## config.mk

```make
export PLATFORM = sky130hd
export DESIGN_NAME = daily_light_schedule_dimmer_top
export DESIGN_NICKNAME = d
export VERILOG_FILES = /design/src/design/dls_pkg.sv /design/src/design/dls_sched.sv /design/src/design/dls_div.sv /design/src/design/dls_level.sv /design/src/design/daily_light_schedule_dimmer_top.sv
export SDC_FILE = /design/constraint.sdc
export NUM_CORES = 2
export LEC_CHECK = 0
export BUFFER_PORTS_ARGS = -buffer_cell sky130_fd_sc_hd__buf_2
export CAP_MARGIN = 25
export CORE_ASPECT_RATIO = 1.2
export CORE_MARGIN = 4
export CORE_UTILIZATION = 30
export CTS_BUF_LIST = sky130_fd_sc_hd__clkbuf_8
export CTS_CLUSTER_SIZE = 30
export DETAILED_ROUTE_END_ITERATION = 7
export SYNTH_ARGS = -nofsm -noshare
export SYNTH_HDL_FRONTEND = slang
export SYNTH_SLANG_ARGS = --single-unit
```

## constraint.sdc

```tcl
create_clock -name clk_i -period 10.5 [get_ports clk_i]
set_clock_uncertainty 0.15 [all_clocks]
set_input_delay 0.525 -clock clk_i [delete_from_list [all_inputs] [get_ports clk_i]]
set_output_delay 0.525 -clock clk_i [all_outputs]
set_load 0.005 [all_outputs]
```

## src/design/dls_pkg.sv

```systemverilog
// Shared types and constants for the daily light schedule dimmer.
// Used by every module of the block; depends on nothing else.
`default_nettype none

package dls_pkg;

  localparam int unsigned SecW      = 17;
  localparam int unsigned MinW      = 11;
  localparam int unsigned PctW      = 7;
  localparam int unsigned FacW      = 9;
  localparam int unsigned FacFrac   = 8;
  localparam int unsigned NumW      = 24;
  localparam int unsigned QuoW      = 7;
  localparam int unsigned DutyW     = 8;
  localparam int unsigned CfgIdxW   = 3;
  localparam int unsigned CfgDataW  = 11;

  localparam logic [SecW:0]   SecsPerDay = 18'd86400;
  localparam logic [MinW-1:0] MinsPerDay = 11'd1440;
  localparam logic [PctW-1:0] MaxPct     = 7'd100;
  localparam logic [FacW-1:0] MaxFactor  = 9'd256;
  localparam logic [PctW+FacW-1:0] RoundQ8 = 16'd128;

  // floor(x / 60) equals (x * Min60Recip) >> Min60Shift for x below 2**17.
  localparam int unsigned      RecipW     = 18;
  localparam logic [RecipW-1:0] Min60Recip = 18'd139811;
  localparam int unsigned      Min60Shift = 23;

  // floor(b * 255 / 100) equals (b * PwmRecip) >> PwmShift for b up to 100.
  localparam int unsigned        PwmRecipW = 24;
  localparam logic [PwmRecipW-1:0] PwmRecip = 24'd10695720;
  localparam int unsigned        PwmShift  = 22;

  typedef enum logic [CfgIdxW-1:0] {
    REG_START          = 3'd0,
    REG_DURATION       = 3'd1,
    REG_SUNRISE        = 3'd2,
    REG_SUNSET         = 3'd3,
    REG_TIMER_MODE     = 3'd4,
    REG_TARGET         = 3'd5,
    REG_CLIMATE_EN     = 3'd6,
    REG_CLIMATE_FACTOR = 3'd7
  } cfg_reg_e;

  typedef enum logic [1:0] {
    PHASE_NIGHT   = 2'd0,
    PHASE_SUNRISE = 2'd1,
    PHASE_DAY     = 2'd2,
    PHASE_SUNSET  = 2'd3
  } phase_e;

  typedef struct packed {
    logic [SecW-1:0] seconds_of_day;
    logic            time_valid;
  } dls_in_t;

  typedef struct packed {
    logic [PctW-1:0]  brightness_percent;
    logic [DutyW-1:0] pwm_duty;
    logic [1:0]       day_phase;
    logic [MinW-1:0]  minutes_to_change;
    logic             change_valid;
  } dls_out_t;

  // Configuration in the form the datapath uses: seconds, saturated values.
  typedef struct packed {
    logic [SecW-1:0] start_s;
    logic [SecW-1:0] dur_s;
    logic [SecW-1:0] rise_s;
    logic [SecW-1:0] set_s;
    logic            timer_mode;
    logic [PctW-1:0] target;
    logic            climate_en;
    logic [FacW-1:0] factor;
  } dls_cfg_t;

  // Data that travels beside the ramp division.
  typedef struct packed {
    logic            ramp_en;
    logic            t_nonzero;
    logic [PctW-1:0] base;
    phase_e          phase;
    logic [MinW-1:0] minutes;
    logic            change_valid;
  } dls_side_t;

endpackage

`default_nettype wire

```

## src/design/dls_sched.sv

```systemverilog
// Schedule front end: time reduction, window test and ramp operands in three stages.
// Depends on dls_pkg.
`default_nettype none

module dls_sched (
  input  logic                       clk_i,
  input  logic                       rst_ni,
  input  logic                       valid_i,
  input  dls_pkg::dls_in_t           item_i,
  input  dls_pkg::dls_cfg_t          cfg_i,
  output logic                       valid_o,
  output logic [dls_pkg::NumW-1:0]   num_o,
  output logic [dls_pkg::SecW-1:0]   den_o,
  output dls_pkg::dls_side_t         side_o
);
  import dls_pkg::*;

  // Stage 1: time of day reduced into one day.
  logic            s1_vld_q;
  logic            s1_tv_q;
  logic [SecW-1:0] s1_now_q, s1_now_d;
  logic [SecW:0]   sec_x, sec_wrap;

  always_comb begin
    sec_x    = {1'b0, item_i.seconds_of_day};
    sec_wrap = sec_x - SecsPerDay;
    if (!item_i.time_valid) begin
      s1_now_d = '0;
    end else if (sec_x >= SecsPerDay) begin
      s1_now_d = sec_wrap[SecW-1:0];
    end else begin
      s1_now_d = item_i.seconds_of_day;
    end
  end

  // Stage 2: window membership and distances to its edges.
  logic            s2_vld_q;
  logic            s2_tv_q;
  logic            s2_on_q, s2_on_d;
  logic [SecW-1:0] s2_elapsed_q, s2_remaining_q, s2_secs_q;
  logic [SecW:0]   now_x, start_x, end_x;
  logic [SecW:0]   elapsed_x, remaining_x, to_start_x, secs_x;
  logic            wrap, after_start, before_end, before_ov;

  always_comb begin
    now_x       = {1'b0, s1_now_q};
    start_x     = {1'b0, cfg_i.start_s};
    end_x       = start_x + {1'b0, cfg_i.dur_s};
    wrap        = end_x > SecsPerDay;
    after_start = now_x >= start_x;
    before_end  = now_x < end_x;
    before_ov   = (now_x + SecsPerDay) < end_x;
    s2_on_d     = wrap ? (after_start | before_ov) : (after_start & before_end);
    elapsed_x   = after_start ? (now_x - start_x) : (now_x + SecsPerDay - start_x);
    remaining_x = after_start ? (end_x - now_x) : (end_x - SecsPerDay - now_x);
    to_start_x  = after_start ? (start_x + SecsPerDay - now_x) : (start_x - now_x);
    secs_x      = s2_on_d ? remaining_x : to_start_x;
  end

  // Stage 3: day phase, ramp numerator and divisor, minutes to the next edge.
  logic            in_rise, in_set;
  logic [SecW-1:0] ramp_t, ramp_l;
  logic [NumW-1:0] ramp_prod, num_d;
  logic [SecW+RecipW-1:0] min_prod;
  phase_e          phase;
  dls_side_t       side_d;

  always_comb begin
    in_rise   = s2_elapsed_q < cfg_i.rise_s;
    in_set    = s2_remaining_q < cfg_i.set_s;
    ramp_t    = in_rise ? s2_elapsed_q : s2_remaining_q;
    ramp_l    = in_rise ? cfg_i.rise_s : cfg_i.set_s;
    ramp_prod = {{(NumW-PctW){1'b0}}, cfg_i.target} * {{(NumW-SecW){1'b0}}, ramp_t};
    num_d     = ramp_prod + {{(NumW-SecW){1'b0}}, ramp_l >> 1};
    min_prod  = {{RecipW{1'b0}}, s2_secs_q} * {{SecW{1'b0}}, Min60Recip};

    if (!s2_on_q) begin
      phase = PHASE_NIGHT;
    end else if (in_rise) begin
      phase = PHASE_SUNRISE;
    end else if (in_set) begin
      phase = PHASE_SUNSET;
    end else begin
      phase = PHASE_DAY;
    end

    side_d.ramp_en      = cfg_i.timer_mode & s2_on_q & (in_rise | in_set);
    side_d.t_nonzero    = ramp_t != '0;
    side_d.base         = (cfg_i.timer_mode & ~s2_on_q) ? '0 : cfg_i.target;
    side_d.phase        = s2_tv_q ? phase : PHASE_DAY;
    side_d.change_valid = s2_tv_q & cfg_i.timer_mode;
    side_d.minutes      = side_d.change_valid ? min_prod[Min60Shift +: MinW] : '0;
  end

  logic            s3_vld_q;
  logic [NumW-1:0] s3_num_q;
  logic [SecW-1:0] s3_den_q;
  dls_side_t       s3_side_q;

  always_ff @(posedge clk_i or negedge rst_ni) begin
    if (!rst_ni) begin
      s1_vld_q <= 1'b0;
      s2_vld_q <= 1'b0;
      s3_vld_q <= 1'b0;
    end else begin
      s1_vld_q <= valid_i;
      s2_vld_q <= s1_vld_q;
      s3_vld_q <= s2_vld_q;
    end
  end

  always_ff @(posedge clk_i) begin
    s1_tv_q        <= item_i.time_valid;
    s1_now_q       <= s1_now_d;
    s2_tv_q        <= s1_tv_q;
    s2_on_q        <= s2_on_d;
    s2_elapsed_q   <= elapsed_x[SecW-1:0];
    s2_remaining_q <= remaining_x[SecW-1:0];
    s2_secs_q      <= secs_x[SecW-1:0];
    s3_num_q       <= num_d;
    s3_den_q       <= ramp_l;
    s3_side_q      <= side_d;
  end

  assign valid_o = s3_vld_q;
  assign num_o   = s3_num_q;
  assign den_o   = s3_den_q;
  assign side_o  = s3_side_q;

endmodule

`default_nettype wire

```

## src/design/dls_div.sv

```systemverilog
// Pipelined restoring divider for the ramp level, one quotient bit per stage.
// Depends on dls_pkg.
`default_nettype none

module dls_div (
  input  logic                      clk_i,
  input  logic                      rst_ni,
  input  logic                      valid_i,
  input  logic [dls_pkg::NumW-1:0]  num_i,
  input  logic [dls_pkg::SecW-1:0]  den_i,
  input  dls_pkg::dls_side_t        side_i,
  output logic                      valid_o,
  output logic [dls_pkg::QuoW-1:0]  quo_o,
  output dls_pkg::dls_side_t        side_o
);
  import dls_pkg::*;

  logic            vld_q  [QuoW];
  logic [NumW-1:0] rem_q  [QuoW];
  logic [SecW-1:0] den_q  [QuoW];
  logic [QuoW-1:0] quo_q  [QuoW];
  dls_side_t       side_q [QuoW];

  logic            vld_s  [QuoW];
  logic [NumW-1:0] rem_s  [QuoW];
  logic [SecW-1:0] den_s  [QuoW];
  logic [QuoW-1:0] quo_s  [QuoW];
  dls_side_t       side_s [QuoW];

  logic [NumW:0]   shifted [QuoW];
  logic [NumW:0]   trial   [QuoW];
  logic            take    [QuoW];
  logic [NumW-1:0] rem_d   [QuoW];
  logic [QuoW-1:0] quo_d   [QuoW];

  always_comb begin
    vld_s[0]  = valid_i;
    rem_s[0]  = num_i;
    den_s[0]  = den_i;
    quo_s[0]  = '0;
    side_s[0] = side_i;
    for (int i = 1; i < QuoW; i++) begin
      vld_s[i]  = vld_q[i-1];
      rem_s[i]  = rem_q[i-1];
      den_s[i]  = den_q[i-1];
      quo_s[i]  = quo_q[i-1];
      side_s[i] = side_q[i-1];
    end
  end

  // Stage i decides quotient bit QuoW-1-i against the divisor shifted to that weight.
  always_comb begin
    for (int i = 0; i < QuoW; i++) begin
      shifted[i] = {{(NumW+1-SecW){1'b0}}, den_s[i]} << (QuoW - 1 - i);
      trial[i]   = {1'b0, rem_s[i]} - shifted[i];
      take[i]    = ~trial[i][NumW];
      rem_d[i]   = take[i] ? trial[i][NumW-1:0] : rem_s[i];
      quo_d[i]   = {quo_s[i][QuoW-2:0], take[i]};
    end
  end

  always_ff @(posedge clk_i or negedge rst_ni) begin
    if (!rst_ni) begin
      for (int i = 0; i < QuoW; i++) begin
        vld_q[i] <= 1'b0;
      end
    end else begin
      for (int i = 0; i < QuoW; i++) begin
        vld_q[i] <= vld_s[i];
      end
    end
  end

  always_ff @(posedge clk_i) begin
    for (int i = 0; i < QuoW; i++) begin
      rem_q[i]  <= rem_d[i];
      den_q[i]  <= den_s[i];
      quo_q[i]  <= quo_d[i];
      side_q[i] <= side_s[i];
    end
  end

  assign valid_o = vld_q[QuoW-1];
  assign quo_o   = quo_q[QuoW-1];
  assign side_o  = side_q[QuoW-1];

endmodule

`default_nettype wire

```

## src/design/dls_level.sv

```systemverilog
// Output stages: ramp floor, climate scaling, PWM duty and the result register.
// Depends on dls_pkg.
`default_nettype none

module dls_level (
  input  logic                      clk_i,
  input  logic                      rst_ni,
  input  logic                      valid_i,
  input  logic [dls_pkg::QuoW-1:0]  quo_i,
  input  dls_pkg::dls_side_t        side_i,
  input  dls_pkg::dls_cfg_t         cfg_i,
  output logic                      valid_o,
  output dls_pkg::dls_out_t         result_o
);
  import dls_pkg::*;

  // Stage 1: brightness before climate, and its product with the factor.
  logic                 l1_vld_q;
  logic [PctW-1:0]      l1_bright_q, bright_d, ramp_b;
  logic                 l1_apply_q, apply_d;
  logic [PctW+FacW-1:0] l1_prod_q, prod_d;
  dls_side_t            l1_side_q;

  always_comb begin
    ramp_b   = ((quo_i == '0) && side_i.t_nonzero) ? PctW'(1) : quo_i;
    bright_d = side_i.ramp_en ? ramp_b : side_i.base;
    apply_d  = cfg_i.timer_mode & cfg_i.climate_en & (bright_d != '0);
    prod_d   = {{FacW{1'b0}}, bright_d} * {{PctW{1'b0}}, cfg_i.factor};
  end

  // Stage 2: rounded and clamped climate result, then the duty product.
  logic                      l2_vld_q;
  logic [PctW-1:0]           l2_bright_q, final_d, clamped;
  logic [PctW+PwmRecipW-1:0] l2_pwm_q, pwm_d;
  dls_side_t                 l2_side_q;
  logic [PctW+FacW-1:0]      rounded;
  logic [PctW:0]             scaled;

  always_comb begin
    rounded = l1_prod_q + RoundQ8;
    scaled  = rounded[PctW+FacW-1:FacFrac];
    clamped = (scaled > {1'b0, MaxPct}) ? MaxPct : scaled[PctW-1:0];
    final_d = l1_apply_q ? clamped : l1_bright_q;
    pwm_d   = {{PwmRecipW{1'b0}}, final_d} * {{PctW{1'b0}}, PwmRecip};
  end

  always_ff @(posedge clk_i or negedge rst_ni) begin
    if (!rst_ni) begin
      l1_vld_q <= 1'b0;
      l2_vld_q <= 1'b0;
    end else begin
      l1_vld_q <= valid_i;
      l2_vld_q <= l1_vld_q;
    end
  end

  always_ff @(posedge clk_i) begin
    l1_bright_q <= bright_d;
    l1_apply_q  <= apply_d;
    l1_prod_q   <= prod_d;
    l1_side_q   <= side_i;
    l2_bright_q <= final_d;
    l2_pwm_q    <= pwm_d;
    l2_side_q   <= l1_side_q;
  end

  assign valid_o                     = l2_vld_q;
  assign result_o.brightness_percent = l2_bright_q;
  assign result_o.pwm_duty           = l2_pwm_q[PwmShift +: DutyW];
  assign result_o.day_phase          = l2_side_q.phase;
  assign result_o.minutes_to_change  = l2_side_q.minutes;
  assign result_o.change_valid       = l2_side_q.change_valid;

endmodule

`default_nettype wire

```

## src/design/daily_light_schedule_dimmer_top.sv

```systemverilog
// Top level of the daily light schedule dimmer: configuration registers and pipeline.
// Depends on dls_pkg, dls_sched, dls_div and dls_level.
//
// The block takes one transaction per clock cycle and never raises busy_o. Each
// transaction passes through three stages of time and window arithmetic, the
// seven-stage restoring divider that forms the ramp level, and two stages of
// climate scaling and duty computation. The result is shown for one cycle with
// result_valid_o and cannot be held off. A configuration write applies to
// transactions taken at any clock edge after the edge that writes it.
`default_nettype none

module daily_light_schedule_dimmer_top (
  input  logic                          clk_i,
  input  logic                          rst_ni,
  input  logic                          start_i,
  output logic                          busy_o,
  input  dls_pkg::dls_in_t              item_i,
  output logic                          result_valid_o,
  output dls_pkg::dls_out_t             result_o,
  input  logic                          cfg_we_i,
  input  logic [dls_pkg::CfgIdxW-1:0]   cfg_idx_i,
  input  logic [dls_pkg::CfgDataW-1:0]  cfg_data_i
);
  import dls_pkg::*;

  localparam int unsigned Latency = 3 + QuoW + 2;

  localparam logic [MinW-1:0] StartRst  = 11'd480;
  localparam logic [MinW-1:0] DurRst    = 11'd720;
  localparam logic [MinW-1:0] RiseRst   = 11'd60;
  localparam logic [MinW-1:0] SetRst    = 11'd60;
  localparam logic [FacW-1:0] FactorRst = 9'd256;

  localparam dls_cfg_t CfgRst = '{
    start_s:    SecW'(480 * 60),
    dur_s:      SecW'(720 * 60),
    rise_s:     SecW'(60 * 60),
    set_s:      SecW'(60 * 60),
    timer_mode: 1'b0,
    target:     '0,
    climate_en: 1'b0,
    factor:     FactorRst
  };

  function automatic logic [SecW-1:0] min_to_sec(input logic [MinW-1:0] m);
    logic [SecW-1:0] mx;
    mx = {{(SecW-MinW){1'b0}}, m};
    return (mx << 6) - (mx << 2);
  endfunction

  logic [MinW-1:0] start_min_q, dur_min_q, rise_min_q, set_min_q;
  logic            timer_q, clim_en_q;
  logic [PctW-1:0] target_q;
  logic [FacW-1:0] factor_q;
  dls_cfg_t        cfg_q, cfg_d;
  logic [MinW-1:0] start_red, dur_sat;

  always_ff @(posedge clk_i or negedge rst_ni) begin
    if (!rst_ni) begin
      start_min_q <= StartRst;
      dur_min_q   <= DurRst;
      rise_min_q  <= RiseRst;
      set_min_q   <= SetRst;
      timer_q     <= 1'b0;
      target_q    <= '0;
      clim_en_q   <= 1'b0;
      factor_q    <= FactorRst;
    end else if (cfg_we_i) begin
      case (cfg_reg_e'(cfg_idx_i))
        REG_START:          start_min_q <= cfg_data_i[MinW-1:0];
        REG_DURATION:       dur_min_q   <= cfg_data_i[MinW-1:0];
        REG_SUNRISE:        rise_min_q  <= cfg_data_i[MinW-1:0];
        REG_SUNSET:         set_min_q   <= cfg_data_i[MinW-1:0];
        REG_TIMER_MODE:     timer_q     <= cfg_data_i[0];
        REG_TARGET:         target_q    <= cfg_data_i[PctW-1:0];
        REG_CLIMATE_EN:     clim_en_q   <= cfg_data_i[0];
        REG_CLIMATE_FACTOR: factor_q    <= cfg_data_i[FacW-1:0];
        default: ;
      endcase
    end
  end

  always_comb begin
    start_red        = (start_min_q >= MinsPerDay) ? (start_min_q - MinsPerDay) : start_min_q;
    dur_sat          = (dur_min_q > MinsPerDay) ? MinsPerDay : dur_min_q;
    cfg_d.start_s    = min_to_sec(start_red);
    cfg_d.dur_s      = min_to_sec(dur_sat);
    cfg_d.rise_s     = min_to_sec(rise_min_q);
    cfg_d.set_s      = min_to_sec(set_min_q);
    cfg_d.timer_mode = timer_q;
    cfg_d.target     = (target_q > MaxPct) ? MaxPct : target_q;
    cfg_d.climate_en = clim_en_q;
    cfg_d.factor     = (factor_q > MaxFactor) ? MaxFactor : factor_q;
  end

  always_ff @(posedge clk_i or negedge rst_ni) begin
    if (!rst_ni) begin
      cfg_q <= CfgRst;
    end else begin
      cfg_q <= cfg_d;
    end
  end

  logic            accept;
  logic            sch_vld, div_vld;
  logic [NumW-1:0] sch_num;
  logic [SecW-1:0] sch_den;
  logic [QuoW-1:0] div_quo;
  dls_side_t       sch_side, div_side;

  assign busy_o = 1'b0;
  assign accept = start_i & ~busy_o;

  dls_sched u_sched (
    .clk_i   (clk_i),
    .rst_ni  (rst_ni),
    .valid_i (accept),
    .item_i  (item_i),
    .cfg_i   (cfg_q),
    .valid_o (sch_vld),
    .num_o   (sch_num),
    .den_o   (sch_den),
    .side_o  (sch_side)
  );

  dls_div u_div (
    .clk_i   (clk_i),
    .rst_ni  (rst_ni),
    .valid_i (sch_vld),
    .num_i   (sch_num),
    .den_i   (sch_den),
    .side_i  (sch_side),
    .valid_o (div_vld),
    .quo_o   (div_quo),
    .side_o  (div_side)
  );

  dls_level u_level (
    .clk_i    (clk_i),
    .rst_ni   (rst_ni),
    .valid_i  (div_vld),
    .quo_i    (div_quo),
    .side_i   (div_side),
    .cfg_i    (cfg_q),
    .valid_o  (result_valid_o),
    .result_o (result_o)
  );

  a_latency : assert property (@(posedge clk_i) disable iff (!rst_ni)
    accept |-> ##Latency result_valid_o)
    else $error("Accepted transaction did not produce a result after the pipeline latency.");

  a_level_range : assert property (@(posedge clk_i) disable iff (!rst_ni)
    result_valid_o |-> (result_o.brightness_percent <= MaxPct) &&
      ((result_o.brightness_percent != MaxPct) || (result_o.pwm_duty == 8'd255)))
    else $error("Brightness or duty out of range.");

  a_minutes_idle : assert property (@(posedge clk_i) disable iff (!rst_ni)
    (result_valid_o && !result_o.change_valid) |-> (result_o.minutes_to_change == '0))
    else $error("Minutes to change reported without a valid schedule.");

  a_minutes_range : assert property (@(posedge clk_i) disable iff (!rst_ni)
    (result_valid_o && result_o.change_valid) |-> (result_o.minutes_to_change <= MinsPerDay))
    else $error("Minutes to change exceed one day.");

endmodule

`default_nettype wire
```

==> metrics.cfg <==
[global_routing]
grt.total_usage=0.125
overflow=0
grt_pass1_vias=29800
antenna_found_initial=1
grt_max_degree=79
grt_first_pass_wirelength_um=149000

[synth]
avgSynthCellArea_um2=9.92
synth_top_area_share=0.283
synthCells=4270
synth_flop_cell=dfxtp_1
netlist_area_mm2=0.0424
seq_area_frac_synth=0.374
synth_most_common_cell=dfxtp_1
ys_seq_elements=751
synthDistinctLibCells=86
synth-edff-count=0
synth.net_count=5043
synth_area_leaders=dfxtp_1, ha_1, fa_1
synth_top_area_cell=dfxtp_1
synth_commonest_cells=dfxtp_1, inv_1, ha_1, nand2_1, a21oi_1
synthArstFlopShare=0.202
synth_warnings=0

[setup_path]
end_kind=flop
critPathKind=reg -> reg
cp.arrival_ns=8.08
rrSetupSlack_ns=3.01
cp-start-kind=flop
cp_max_fo=20
required_ns=11.10

[clocking]
root_buffer=clkbuf_8
clock-sinks=751
htreeDepth=3
cts_inserted_buffers=117
cts_tree=yes
clk_latency_ns=0.86
cts_buffer_depth=3
clkTransAtPathRegs_ns=0.06

[worst_hold_path]
hold_class=in -> async

[timing]
maxSlewViolCount=0
fin_crit_sh=0.713
setup_viol=0
final-hold-violation-count=0
rsz0062_at_grt=no
timing.slew.headroom=0.293
fmax_mhz=134
worst-slew-pin-transition_ns=1.06
period_minus_slack_ns=7.49
tns_ns=0

[drt]
viasPerCell=4.54
first_pass_iters=5
wl_per_cell_um=14.2
drc=0
wirelength_um=90400
num_vias=28900
ant_nets=0
drtIter0Drc=1031

[floorplan]
die_w_um=351
core_mm2=0.140
die_area_mm2=0.147
io_pins=67
start_util=0.303
num_rows=150
die_h_um=420

[finish]
area_growth_pct=13.7
fin_area_mm2=0.0482
drive_gt1_frac=0.0958
finalNetCount=5223

[place]
gp_congestion=0.885
portBuffers=65
placed_cell_area_mm2=0.0448
post-dp-hpwl_um=70600

[outcome]
status=complete, no violations

[run]
maxCapViolCount=0

[final timing paths]
check / startpoint / to / cells after the start
min in group clk_i: u_div.rem_q[1][3]$_DFF_P_ / u_div.rem_q[2][3]$_DFF_P_ / 0
setup reg to reg: cfg_q[38]$_DFF_PN0_ / u_sched.num_o[22]$_DFF_P_ / 26
hold reg to reg: u_div.rem_q[1][3]$_DFF_P_ / u_div.rem_q[2][3]$_DFF_P_ / 0
setup / recovery: cfg_q[38]$_DFF_PN0_ / u_sched.num_o[22]$_DFF_P_ / 26
max in group asynchronous: rst_ni / factor_q[8]$_DFFE_PN1P_ / 4
hold / removal: rst_ni / u_sched.s1_vld_q$_DFF_PN0_ / 2
[cell usage in the layout (no fill, tap or decap), types with 82 or more instances in the layout]
cell type    n
inv_1      614
dfrtp_1    117
xnor2_1    155
nand2_1    248
fa_1       198
mux2_2      97
nor2_1     220
clkbuf_8   150
o21ai_0    184
ha_1       539
xor2_1      94
a21o_1      82
dfxtp_1    599
a21oi_1    221
nor2b_1    112
[kinds of logic (layout without fill, tap and decap cells)]
logic type               after synthesis  after routing  synth area share
other                                  1              3         0.0000885
multiplexers                         134            134            0.0349
AO/OA/AOI/OAI                        751            751             0.110
flip-flops                           751            751             0.374
AND/OR/NAND/NOR                      992            992             0.118
adder cells (fa/ha/maj)              737            737             0.253
buffers and inverters                655            937            0.0585
XOR/XNOR                             249            249            0.0515
[metrics by stage]
stage	std cells	worst slack [ns]	hold slack (ns)	utilization
after global routing	6377	2.47	0.0821	0.344
final	6378	3.01	0.122	0.344
after global placement	6099	2.93	0.160	0.320
after detailed placement	6099	2.93	0.162	0.320
after floorplan	4270	3.46	0.0794	-
after CTS	6375	2.93	0.0362	0.344
[area by class of cell]
class	count	area [µm²]
Fill cell	14000	91700
Multi-Input combinational cell	2864	24100
Clock buffer	150	2060
Antenna cell	2	5.00
Tap cell	1824	2280
Clock inverter	71	708
Sequential cell	751	15800
Timing Repair Buffer	130	977
Inverter	586	2200
[worst max-delay path, cell delays in order (launching register included)]
cell and delay (ns):
dfrtp_1 0.36, inv_1 0.07, ha_1 0.24, a21o_1 0.17, a21o_1 0.18, a21o_1 0.17
a21o_1 0.18, a21oi_1 0.26, o221ai_4 0.33, mux2i_1 0.59, nor2b_1 0.14, fa_1 0.52
fa_1 0.51, fa_1 0.55, inv_1 0.06, fa_1 0.52, inv_1 0.04, ha_1 0.34
a211o_1 0.30, a211oi_1 0.34, o31ai_1 0.19, o211ai_1 0.27, o21ai_0 0.19, o211a_1 0.28
a21o_1 0.18, a21oi_1 0.17, xnor2_1 0.13
[per-layer routing]
metal  wire length (µm)  track usage
met1              37700        0.141
met2              45300        0.226
met3               3210       0.0188
met4               4140       0.0630
met5                  0            0
[repair_timing]
action	CTS	global route
buffers inserted	0	0
hold buffers	55	0
setup endpoints to repair	0	0
hold endpoints to repair	155	0
gates resized for setup	0	0
[sequential cells by signal (all words and copies together), names as in the netlist, 15 cells and up]
name,cells
u_sched.side_o,23
u_sched.s2_remaining_q,15
u_sched.den_o,15
cfg_q,78
u_div.side_q,161
u_div.rem_q,132
u_sched.s2_secs_q,16
u_div.den_q,90
u_sched.s2_elapsed_q,17
u_div.quo_q,28
u_sched.num_o,22
u_sched.s1_now_q,17
Power is left out: the tool's default activity adds up to more than one toggle a clock period on the data nets, which glitch-free logic cannot reach.
